`src/hdl/alkt_pkg.sv`:
```
`timescale 1ns / 1ps

package alkt_pkg;

   localparam int DEPTH     = 16;
   localparam int KEY_WIDTH = 32;
   localparam int IDX_W     = $clog2(DEPTH);
   localparam int CNT_W     = $clog2(DEPTH + 1);
   localparam int CSR_IDX_W = 1;

   localparam logic [2:0] MODE_INSERT = 3'd0;
   localparam logic [2:0] MODE_FIND   = 3'd1;
   localparam logic [2:0] MODE_BUMP   = 3'd2;
   localparam logic [2:0] MODE_DELETE = 3'd3;
   localparam logic [2:0] MODE_TICK   = 3'd4;

   localparam logic [1:0] STATUS_OK        = 2'd0;
   localparam logic [1:0] STATUS_NOT_FOUND = 2'd1;
   localparam logic [1:0] STATUS_FULL      = 2'd2;
   localparam logic [1:0] STATUS_EXPIRED   = 2'd3;

   localparam logic [CSR_IDX_W-1:0] CSR_TIMEOUT  = 1'd0;
   localparam logic [CSR_IDX_W-1:0] CSR_INTERVAL = 1'd1;

   localparam logic [31:0] TIMEOUT_RESET  = 32'd60;
   localparam logic [15:0] INTERVAL_RESET = 16'd1;

   typedef enum logic [1:0] {
      ST_IDLE,
      ST_EXEC,
      ST_SWEEP
   } state_type;

   typedef struct packed {
      logic                 match_en;
      logic [KEY_WIDTH-1:0] cmp_key;
      logic                 load;
      logic [IDX_W-1:0]     load_rank;
      logic [KEY_WIDTH-1:0] new_key;
      logic [31:0]          new_stamp;
      logic                 shift;
      logic [IDX_W-1:0]     shift_rank;
      logic [31:0]          now;
      logic [31:0]          timeout;
   } cell_ctrl_type;

endpackage

```
`src/hdl/aging_lru_key_table_unit.sv`:
```
`timescale 1ns / 1ps
// Requests: a new request is accepted only while idle with the response slot free, so
// the block takes one request at a time; the request is registered, then executed.
// A sweeping tick gives one result beat per cycle from cell 0 while the receiver takes
// them, one per expired key removed, or a single OK beat when none expire.
// Reset (synchronous, active high): empties the table, clears the tick count and
// sweep countdown, restores timeout 60 and interval 1; entry contents stay undefined.

module aging_lru_key_table_unit import alkt_pkg::*; (
   input  logic                 clock,
   input  logic                 reset,
   input  logic                 req_valid,
   output logic                 req_ready,
   input  logic [2:0]           req_mode,
   input  logic [31:0]          req_key,
   output logic                 rsp_valid,
   input  logic                 rsp_ready,
   output logic [1:0]           rsp_status,
   output logic [31:0]          rsp_key_out,
   output logic [3:0]           rsp_position,
   output logic [4:0]           rsp_occupancy,
   output logic [4:0]           rsp_removed_count,
   output logic                 rsp_last,
   input  logic                 csr_write_enable,
   input  logic [CSR_IDX_W-1:0] csr_index,
   input  logic [31:0]          csr_write_data
);

   state_type state_ff, state_in;

   logic [31:0]      timeout_ff, timeout_in;
   logic [15:0]      interval_ff, interval_in;
   logic [CNT_W-1:0] count_ff, count_in;
   logic [31:0]      now_ff, now_in;
   logic [15:0]      countdown_ff, countdown_in;
   logic [CNT_W-1:0] removed_ff, removed_in;
   logic [2:0]       mode_ff, mode_in;
   logic [31:0]      req_key_ff, req_key_in;

   logic             rsp_valid_ff, rsp_valid_in;
   logic [1:0]       rsp_status_ff, rsp_status_in;
   logic [31:0]      rsp_key_ff, rsp_key_in;
   logic [3:0]       rsp_position_ff, rsp_position_in;
   logic [4:0]       rsp_occupancy_ff, rsp_occupancy_in;
   logic [4:0]       rsp_removed_ff, rsp_removed_in;
   logic             rsp_last_ff, rsp_last_in;

   cell_ctrl_type        ctrl;
   logic [KEY_WIDTH-1:0] key_w   [DEPTH];
   logic [31:0]          stamp_w [DEPTH];
   logic [DEPTH-1:0]     match_w;
   logic [DEPTH-1:0]     expired_w;
   logic                 hit;
   logic [IDX_W-1:0]     hit_rank;
   logic                 accept;
   logic                 slot_free;
   logic                 sweep_last;

   genvar g;
   generate
      for (g = 0; g < DEPTH; g++) begin : g_cell
         logic [KEY_WIDTH-1:0] nk;
         logic [31:0]          ns;
         if (g == DEPTH - 1) begin : g_tail
            assign nk = '0;
            assign ns = '0;
         end else begin : g_link
            assign nk = key_w[g + 1];
            assign ns = stamp_w[g + 1];
         end
         alkt_cell u_cell (
            .clock      (clock),
            .ctrl       (ctrl),
            .cell_index (IDX_W'(g)),
            .next_key   (nk),
            .next_stamp (ns),
            .key        (key_w[g]),
            .stamp      (stamp_w[g]),
            .match      (match_w[g]),
            .expired    (expired_w[g])
         );
      end
   endgenerate

   always_comb begin
      hit      = 1'b0;
      hit_rank = '0;
      for (int i = DEPTH - 1; i >= 0; i--) begin
         if (match_w[i] && (CNT_W'(i) < count_ff)) begin
            hit      = 1'b1;
            hit_rank = IDX_W'(i);
         end
      end
   end

   assign slot_free  = !rsp_valid_ff || rsp_ready;
   assign sweep_last = !((count_ff > CNT_W'(1)) && expired_w[1]);

   always_comb begin
      state_in     = state_ff;
      timeout_in   = timeout_ff;
      interval_in  = interval_ff;
      count_in     = count_ff;
      now_in       = now_ff;
      countdown_in = countdown_ff;
      removed_in   = removed_ff;
      mode_in      = mode_ff;
      req_key_in   = req_key_ff;

      rsp_valid_in     = rsp_valid_ff && !rsp_ready;
      rsp_status_in    = rsp_status_ff;
      rsp_key_in       = rsp_key_ff;
      rsp_position_in  = rsp_position_ff;
      rsp_occupancy_in = rsp_occupancy_ff;
      rsp_removed_in   = rsp_removed_ff;
      rsp_last_in      = rsp_last_ff;

      req_ready = (state_ff == ST_IDLE) && slot_free;
      accept    = req_valid && req_ready;

      ctrl            = '0;
      ctrl.match_en   = accept;
      ctrl.cmp_key    = req_key[KEY_WIDTH-1:0];
      ctrl.new_key    = req_key_ff[KEY_WIDTH-1:0];
      ctrl.new_stamp  = now_ff;
      ctrl.now        = now_ff;
      ctrl.timeout    = timeout_ff;

      if (csr_write_enable) begin
         case (csr_index)
            CSR_TIMEOUT:  timeout_in  = csr_write_data;
            CSR_INTERVAL: interval_in = csr_write_data[15:0];
            default: ;
         endcase
      end

      case (state_ff)
         ST_IDLE: begin
            if (accept) begin
               mode_in    = req_mode;
               req_key_in = req_key;
               state_in   = ST_EXEC;
            end
         end
         ST_EXEC: begin
            rsp_valid_in     = 1'b1;
            rsp_status_in    = STATUS_OK;
            rsp_key_in       = req_key_ff;
            rsp_position_in  = 4'(hit_rank);
            rsp_removed_in   = '0;
            rsp_last_in      = 1'b1;
            state_in         = ST_IDLE;
            case (mode_ff)
               MODE_INSERT: begin
                  if (count_ff >= CNT_W'(DEPTH)) begin
                     rsp_status_in   = STATUS_FULL;
                     rsp_position_in = '0;
                  end else begin
                     ctrl.load       = 1'b1;
                     ctrl.load_rank  = count_ff[IDX_W-1:0];
                     count_in        = count_ff + CNT_W'(1);
                     rsp_position_in = 4'(count_ff[IDX_W-1:0]);
                  end
               end
               MODE_FIND: begin
                  if (!hit) begin
                     rsp_status_in   = STATUS_NOT_FOUND;
                     rsp_position_in = '0;
                  end
               end
               MODE_BUMP: begin
                  if (!hit) begin
                     rsp_status_in   = STATUS_NOT_FOUND;
                     rsp_position_in = '0;
                  end else begin
                     ctrl.shift      = 1'b1;
                     ctrl.shift_rank = hit_rank;
                     ctrl.load       = 1'b1;
                     ctrl.load_rank  = IDX_W'(count_ff - CNT_W'(1));
                  end
               end
               MODE_DELETE: begin
                  if (!hit) begin
                     rsp_status_in   = STATUS_NOT_FOUND;
                     rsp_position_in = '0;
                  end else begin
                     ctrl.shift      = 1'b1;
                     ctrl.shift_rank = hit_rank;
                     count_in        = count_ff - CNT_W'(1);
                  end
               end
               MODE_TICK: begin
                  rsp_position_in = '0;
                  now_in          = now_ff + 32'd1;
                  if (countdown_ff inside {16'd0, 16'd1}) begin
                     countdown_in = interval_ff;
                     removed_in   = '0;
                     rsp_valid_in = 1'b0;
                     state_in     = ST_SWEEP;
                  end else begin
                     countdown_in = countdown_ff - 16'd1;
                  end
               end
               default: begin
                  rsp_status_in   = STATUS_NOT_FOUND;
                  rsp_position_in = '0;
               end
            endcase
            rsp_occupancy_in = 5'(count_in);
         end
         ST_SWEEP: begin
            if (slot_free) begin
               rsp_valid_in    = 1'b1;
               rsp_position_in = '0;
               if ((count_ff != '0) && expired_w[0]) begin
                  // drop the oldest entry and report it
                  ctrl.shift       = 1'b1;
                  ctrl.shift_rank  = '0;
                  count_in         = count_ff - CNT_W'(1);
                  removed_in       = removed_ff + CNT_W'(1);
                  rsp_status_in    = STATUS_EXPIRED;
                  rsp_key_in       = 32'(key_w[0]);
                  rsp_removed_in   = 5'(removed_in);
                  rsp_occupancy_in = 5'(count_in);
                  rsp_last_in      = sweep_last;
                  if (sweep_last) begin
                     state_in = ST_IDLE;
                  end
               end else begin
                  rsp_status_in    = STATUS_OK;
                  rsp_key_in       = req_key_ff;
                  rsp_removed_in   = '0;
                  rsp_occupancy_in = 5'(count_ff);
                  rsp_last_in      = 1'b1;
                  state_in         = ST_IDLE;
               end
            end
         end
         default: state_in = ST_IDLE;
      endcase
   end

   always_ff @(posedge clock) begin
      if (reset) begin
         state_ff     <= ST_IDLE;
         timeout_ff   <= TIMEOUT_RESET;
         interval_ff  <= INTERVAL_RESET;
         count_ff     <= '0;
         now_ff       <= '0;
         countdown_ff <= '0;
         removed_ff   <= '0;
         rsp_valid_ff <= 1'b0;
      end else begin
         state_ff     <= state_in;
         timeout_ff   <= timeout_in;
         interval_ff  <= interval_in;
         count_ff     <= count_in;
         now_ff       <= now_in;
         countdown_ff <= countdown_in;
         removed_ff   <= removed_in;
         rsp_valid_ff <= rsp_valid_in;
      end
   end

   always_ff @(posedge clock) begin
      mode_ff          <= mode_in;
      req_key_ff       <= req_key_in;
      rsp_status_ff    <= rsp_status_in;
      rsp_key_ff       <= rsp_key_in;
      rsp_position_ff  <= rsp_position_in;
      rsp_occupancy_ff <= rsp_occupancy_in;
      rsp_removed_ff   <= rsp_removed_in;
      rsp_last_ff      <= rsp_last_in;
   end

   assign rsp_valid         = rsp_valid_ff;
   assign rsp_status        = rsp_status_ff;
   assign rsp_key_out       = rsp_key_ff;
   assign rsp_position      = rsp_position_ff;
   assign rsp_occupancy     = rsp_occupancy_ff;
   assign rsp_removed_count = rsp_removed_ff;
   assign rsp_last          = rsp_last_ff;

endmodule

```
`src/hdl/alkt_cell.sv`:
```
`timescale 1ns / 1ps

module alkt_cell import alkt_pkg::*; (
   input  logic                 clock,
   input  cell_ctrl_type        ctrl,
   input  logic [IDX_W-1:0]     cell_index,
   input  logic [KEY_WIDTH-1:0] next_key,
   input  logic [31:0]          next_stamp,
   output logic [KEY_WIDTH-1:0] key,
   output logic [31:0]          stamp,
   output logic                 match,
   output logic                 expired
);

   logic [KEY_WIDTH-1:0] key_ff, key_in;
   logic [31:0]          stamp_ff, stamp_in;
   logic                 match_ff, match_in;
   logic [31:0]          age;

   always_comb begin
      key_in   = key_ff;
      stamp_in = stamp_ff;
      match_in = match_ff;
      if (ctrl.load && (cell_index == ctrl.load_rank)) begin
         key_in   = ctrl.new_key;
         stamp_in = ctrl.new_stamp;
      end else if (ctrl.shift && (cell_index >= ctrl.shift_rank)) begin
         // advance the neighbor's entry one rank toward the oldest end
         key_in   = next_key;
         stamp_in = next_stamp;
      end
      if (ctrl.match_en) begin
         match_in = (key_ff == ctrl.cmp_key);
      end
   end

   always_ff @(posedge clock) begin
      key_ff   <= key_in;
      stamp_ff <= stamp_in;
      match_ff <= match_in;
   end

   assign age     = ctrl.now - stamp_ff;
   assign expired = (age >= ctrl.timeout);
   assign key     = key_ff;
   assign stamp   = stamp_ff;
   assign match   = match_ff;

endmodule

```
`config.mk`:
```
export PLATFORM = sky130hd
export DESIGN_NAME = aging_lru_key_table_unit
export DESIGN_NICKNAME = d
export VERILOG_FILES = /design/src/hdl/alkt_pkg.sv /design/src/hdl/aging_lru_key_table_unit.sv /design/src/hdl/alkt_cell.sv
export SDC_FILE = /design/constraint.sdc
export NUM_CORES = 2
export LEC_CHECK = 0
export ABC_CLOCK_PERIOD_IN_PS = 12200
export BUFFER_PORTS_ARGS = -buffer_cell sky130_fd_sc_hd__clkbuf_2
export CAP_MARGIN = 20
export CORE_AREA = 2 2 401 403
export CTS_BUF_LIST = sky130_fd_sc_hd__clkbuf_8
export CTS_CLUSTER_DIAMETER = 50
export CTS_CLUSTER_SIZE = 12
export DETAILED_ROUTE_END_ITERATION = 6
export DIE_AREA = 0 0 403 405
export HOLD_SLACK_MARGIN = 0.06
export PLACE_DENSITY = 0.81
export SLEW_MARGIN = 20
export SYNTH_ARGS = -nofsm -noshare
export SYNTH_HDL_FRONTEND = slang
export SYNTH_HIERARCHICAL = 1
export SYNTH_SLANG_ARGS = --single-unit
```
`constraint.sdc`:
```
create_clock -name clock -period 12.2 [get_ports clock]
set_clock_uncertainty 0.2 [all_clocks]
set_input_delay 0.61 -clock clock [delete_from_list [all_inputs] [get_ports clock]]
set_output_delay 0.61 -clock clock [all_outputs]
set_load 0.005 [all_outputs]
```
Yosys cells after proc, flatten, opt, wreduce, memory -nomap -nowiden:

Index checks and enable logic that the tools add are counted.

* add/subtract/negate cells: 7
* order comparisons: 36
* eq/ne operators: 44
* muxes and demuxes: 147
* bitwise logic cells: 1
* reduce and logical (&&, ||, !) cells: 89

Operators by type and width (number)
* 32-bit two-way mux: 65
* 32-bit equality test: 16
* 5-bit two-way mux: 17
* 4-bit two-way mux: 19
* 32-bit greater-or-equal comparator: 2
* 32-bit one-hot mux with 2 select lines: 1
* 32-bit subtractor: 2
* 5-bit one-hot mux with 2 select lines: 6
* 1-bit logical AND: 53
* 4-bit by 5-bit less-than comparator with 1-bit output, first input constant: 8
* 2-bit nonzero test: 18
* 32-bit by 1-bit adder with 32-bit output, second input constant: 1
* 4-bit equality test, first input constant: 8
* 4-bit greater-or-equal comparator, first input constant: 8
* 1-bit two-way mux: 22
* 3-bit by 5-bit less-than comparator with 1-bit output, first input constant: 4
* 2-bit two-way mux: 9
* 16-bit by 1-bit equality test with 1-bit output, second input constant: 1
* 3-bit by 4-bit equality test with 1-bit output, first input constant: 4
* 3-bit by 4-bit greater-or-equal comparator with 1-bit output, first input constant: 4
* 16-bit zero test: 1
* 16-bit two-way mux: 1
* 4-bit one-hot mux with 2 select lines: 2
* 16-bit by 1-bit subtractor with 16-bit output, second input constant: 1
* other kinds (32): 51

* register bits after elaboration: 1233
* input bits: 73
* output and inout port bits: 51
* logic and storage cells: 388

Logic depth before layout (Yosys ltp):

* word-level depth: 25
* mapped depth: 24

Cells and area by module:

Netlist, hierarchy kept.

By module, submodules not included
* alkt_cell at g_cell[0].u_cell ...: times used 9, cells each 596, area an instance 5930.7 um2, sequential area each 1951.9 um2
* alkt_cell at g_cell[5].u_cell ...: times used 5, cells each 564, area an instance 5748.0 um2, sequential area each 1951.9 um2
* alkt_cell at g_cell[11].u_cell ...: times used 2, cells each 595, area an instance 5930.7 um2, sequential area each 1951.9 um2
* aging_lru_key_table_unit: times used 1, cells each 984, area an instance 8874.8 um2, sequential area each 4704.5 um2

Worst setup path before layout:

No wires, ideal clock.

* path kind: reg2reg
* start point: register now_ff[1]
* end point: register g_cell[0].u_cell.key_ff[0], enable pin
* library setup time: 433 ps
* arrival time: 6573 ps
* path slack: 4995 ps
* stages on the path, launching flop included: 18
* buffers on the path: 0
* path through: dfxtp_1 ha_1 nor2b_1 o2111ai_1 a21o_1 a21oi_2 or4b_4 a31oi_4 xnor2_1 ha_1 nand4_1 or2_2 o21ai_0 nand3_1 nor2_1 o21a_1 o21ai_0 nand2b_1

RTL lines
* from (decl): RTL line aging_lru_key_table_unit.sv:34 `logic [31:0] now_ff, now_in;`
* from (signal assigned): RTL line aging_lru_key_table_unit.sv:258 `now_ff <= now_in;`
* to (signal assigned): RTL line alkt_cell.sv:38 `key_ff <= key_in;`
* to (decl): RTL line alkt_cell.sv:15 `logic [KEY_WIDTH-1:0] key_ff, key_in;`

==> impl_results.md <==
- Hpwl dp: 116 mm
- Setup Fix Bufs, Post-CTS: 0
- Worst VDD drop: 0.0000865 V
- Most Frequent Cell on Critical Path: buf_4
- Drt pass-1 iters: 6
- Ports: 124
- Number of core rows: 147
- Fin util: 45.5%
- # hold bufs at CTS: 63
- First-pass GRT wire length: 261 mm
- Sum Neg Setup Slack: 0 ns
- Via density: 5.63
- Final cycle utilization of the critical path: 66.7%
- DIE AREA: 163000 um^2
- Slew HR: 10.7%
- Crit path kind: flop to flop
- Post-Layout Inst Area: 72400 um^2
- Via count: 42300
- DRC violations left: 0
- Root Buffer: clkbuf_8
- H-tree levels: 4
- Fin crit period: 8.14 ns
- Power per Cell Area: 108 nW/um^2
- CP Data Required Time: 12.52 ns
- Synth-to-layout area growth: 10.6%
- Routability cong.: 0.928
- Avg Inst Size Synth: 13.2 um^2
- DIE WIDTH: 403 um
- Remaining Overflow, GRT: 0
- IO Port Bufs: 123
- Gr usage total: 20.9%
- Post-route setup slack: 4.06 ns
- Worst Setup Start Kind: flop
- RSZ-0062 raised after global routing: no
- CTS max path bufs: 3
- Antenna violations before repair: 7
- CORE AREA: 159000 um^2
- Total number of yosys warnings: 6
- Post-cts resize count: 0
- Mapped Area: 65500 um^2
- Hold Fails Final Rpt: 0
- Nets@finish: 5632
- Final Total Pwr: 7.79 mW
- Leakage: 25.4 nW
- Placed Area: 69300 um^2
- Vias in the first global route: 42900
- Layout cell share with drive strength beyond 1: 27.2%
- Worst Hold Class: input port to flop
- Final setup viols: 0
- CTS buffer count: 132
- Run status: finished, final reports clean
- CTS tree: yes
- Slew Limit Fails: 0
- Worst-path clk slew: 0.08 ns
- Wire per inst: 23.2 um
- Post-place setup slack: 4.22 ns
- Worst path slowest cell: dfxtp_1
- Cells after Synth: 4962
- Element type at the critical path end: flop
- Die Y-Extent: 405 um
- Slew at the pin closest to its max-slew limit: 1.33 ns
- Critical path peak fanout: 50
- Cell Chain, Critical Path: ha_1, and3_4, a211oi_2, a21boi_0, o21ai_1, a21boi_0, or4b_1, nand3_1, ha_1, nand4_1, nor4_1, or4_1, a21oi_1, o21ai_0, buf_4, nand3_2, buf_4, nor2_1, o21a_1, o21ai_0, nand2b_4, buf_4
- Max Clk Rate: 0.123 GHz
- Remaining antenna violation count: 0
- Clk sinks: 1233
- Total wire length: 174 mm
- Iteration-0 DRC Markers: 4452
- Largest net degree at the start of global routing: 66
- CP arrival: 8.45 ns
- Max cap viols: 0
- Slowest cell delay on critical path: 0.95 ns
- Worst skew pair latency: 0.89 ns
- Initial Util: 41.1%
-- sequential cells by signal, indices dropped and copies added, names as in the netlist, 5 cells and up --
register	flops
removed_ff	5
timeout_ff	32
count_ff	5
now_ff	32
countdown_ff	16
interval_ff	16
req_key_ff	32
rsp_key_out	32
g_cell.u_cell/key	512
rsp_removed_count	5
g_cell.u_cell/stamp	512
rsp_occupancy	5
g_cell.u_cell/match	16
-- path summary, 6_finish.rpt --
check	start	endpoint	slack, ns	depth (start not counted)
worst min-delay path	csr_write_enable	timeout_ff[6]$_SDFFE_PP0P_	0.16	5
worst max register to register	now_ff[4]$_SDFFE_PP0P_	g_cell[14].u_cell/stamp[13]$_DFFE_PP_	4.06	22
worst max-delay path	now_ff[4]$_SDFFE_PP0P_	g_cell[14].u_cell/stamp[13]$_DFFE_PP_	4.06	22
worst min register to register	interval_ff[3]$_SDFFE_PP0P_	interval_ff[3]$_SDFFE_PP0P_	0.26	2
-- stage by stage --
step	hold WS (ns)	instances
finish	0.163	7514
global route	0.182	7511
CTS	0.0726	7509
detailed placement	0.251	7243
global placement	0.240	7243
floorplan	0.232	5152
-- layer usage --
metal / vias to the layer above / global-route usage [%] / routed length, um
met5: - / 0 / 30
met4: 4 / 6.95 / 5160
met3: 294 / 3.98 / 14600
met2: 1846 / 34.6 / 81400
met1: 21300 / 27.6 / 72800
li1: 18900 / - / -
-- critical path, delay by kind of cell (launching register included) --
| family | cells | cell delay, ns |
|---|---|---|
| compound gates | 8 | 2.23 |
| flops | 1 | 0.95 |
| fa+ha+maj | 2 | 0.58 |
| buf+inv | 3 | 1.15 |
| simple gates | 9 | 2.59 |
-- cell type report --
type	instances	area, um^2
flip-flops and latches	1233	35900
fillers	13800	86900
clock inverters	69	558
multi-input cells	3500	28800
clock buffers	134	1840
well taps	2086	2610
inverters	235	882
diodes	4	10.0
repair buffers	253	1770
-- power by group --
part / switching (mW) / internal, mW / total, mW
clock network: 1.51 / 1.17 / 2.67
logic: 0.269 / 0.159 / 0.428
registers: 0.0867 / 4.60 / 4.69
-- placed cells by master (no fill, tap or decap), types with 35 or more instances in the layout --
cell,instances
buf_4,67
dlygate4sd3_1,63
clkbuf_2,122
clkbuf_8,134
nor2_1,137
nand3_1,39
dfxtp_1,109
a21o_1,62
nor4_1,152
mux2_2,1030
ha_1,202
nor2b_1,35
o21ai_0,100
edfxtp_1,1124
a21oi_1,156
conb_1,192
nand4_1,68
xor2_1,593
nand2_1,319
xnor2_1,61
inv_1,257
Note: power is estimated with default switching activity, not from simulation.
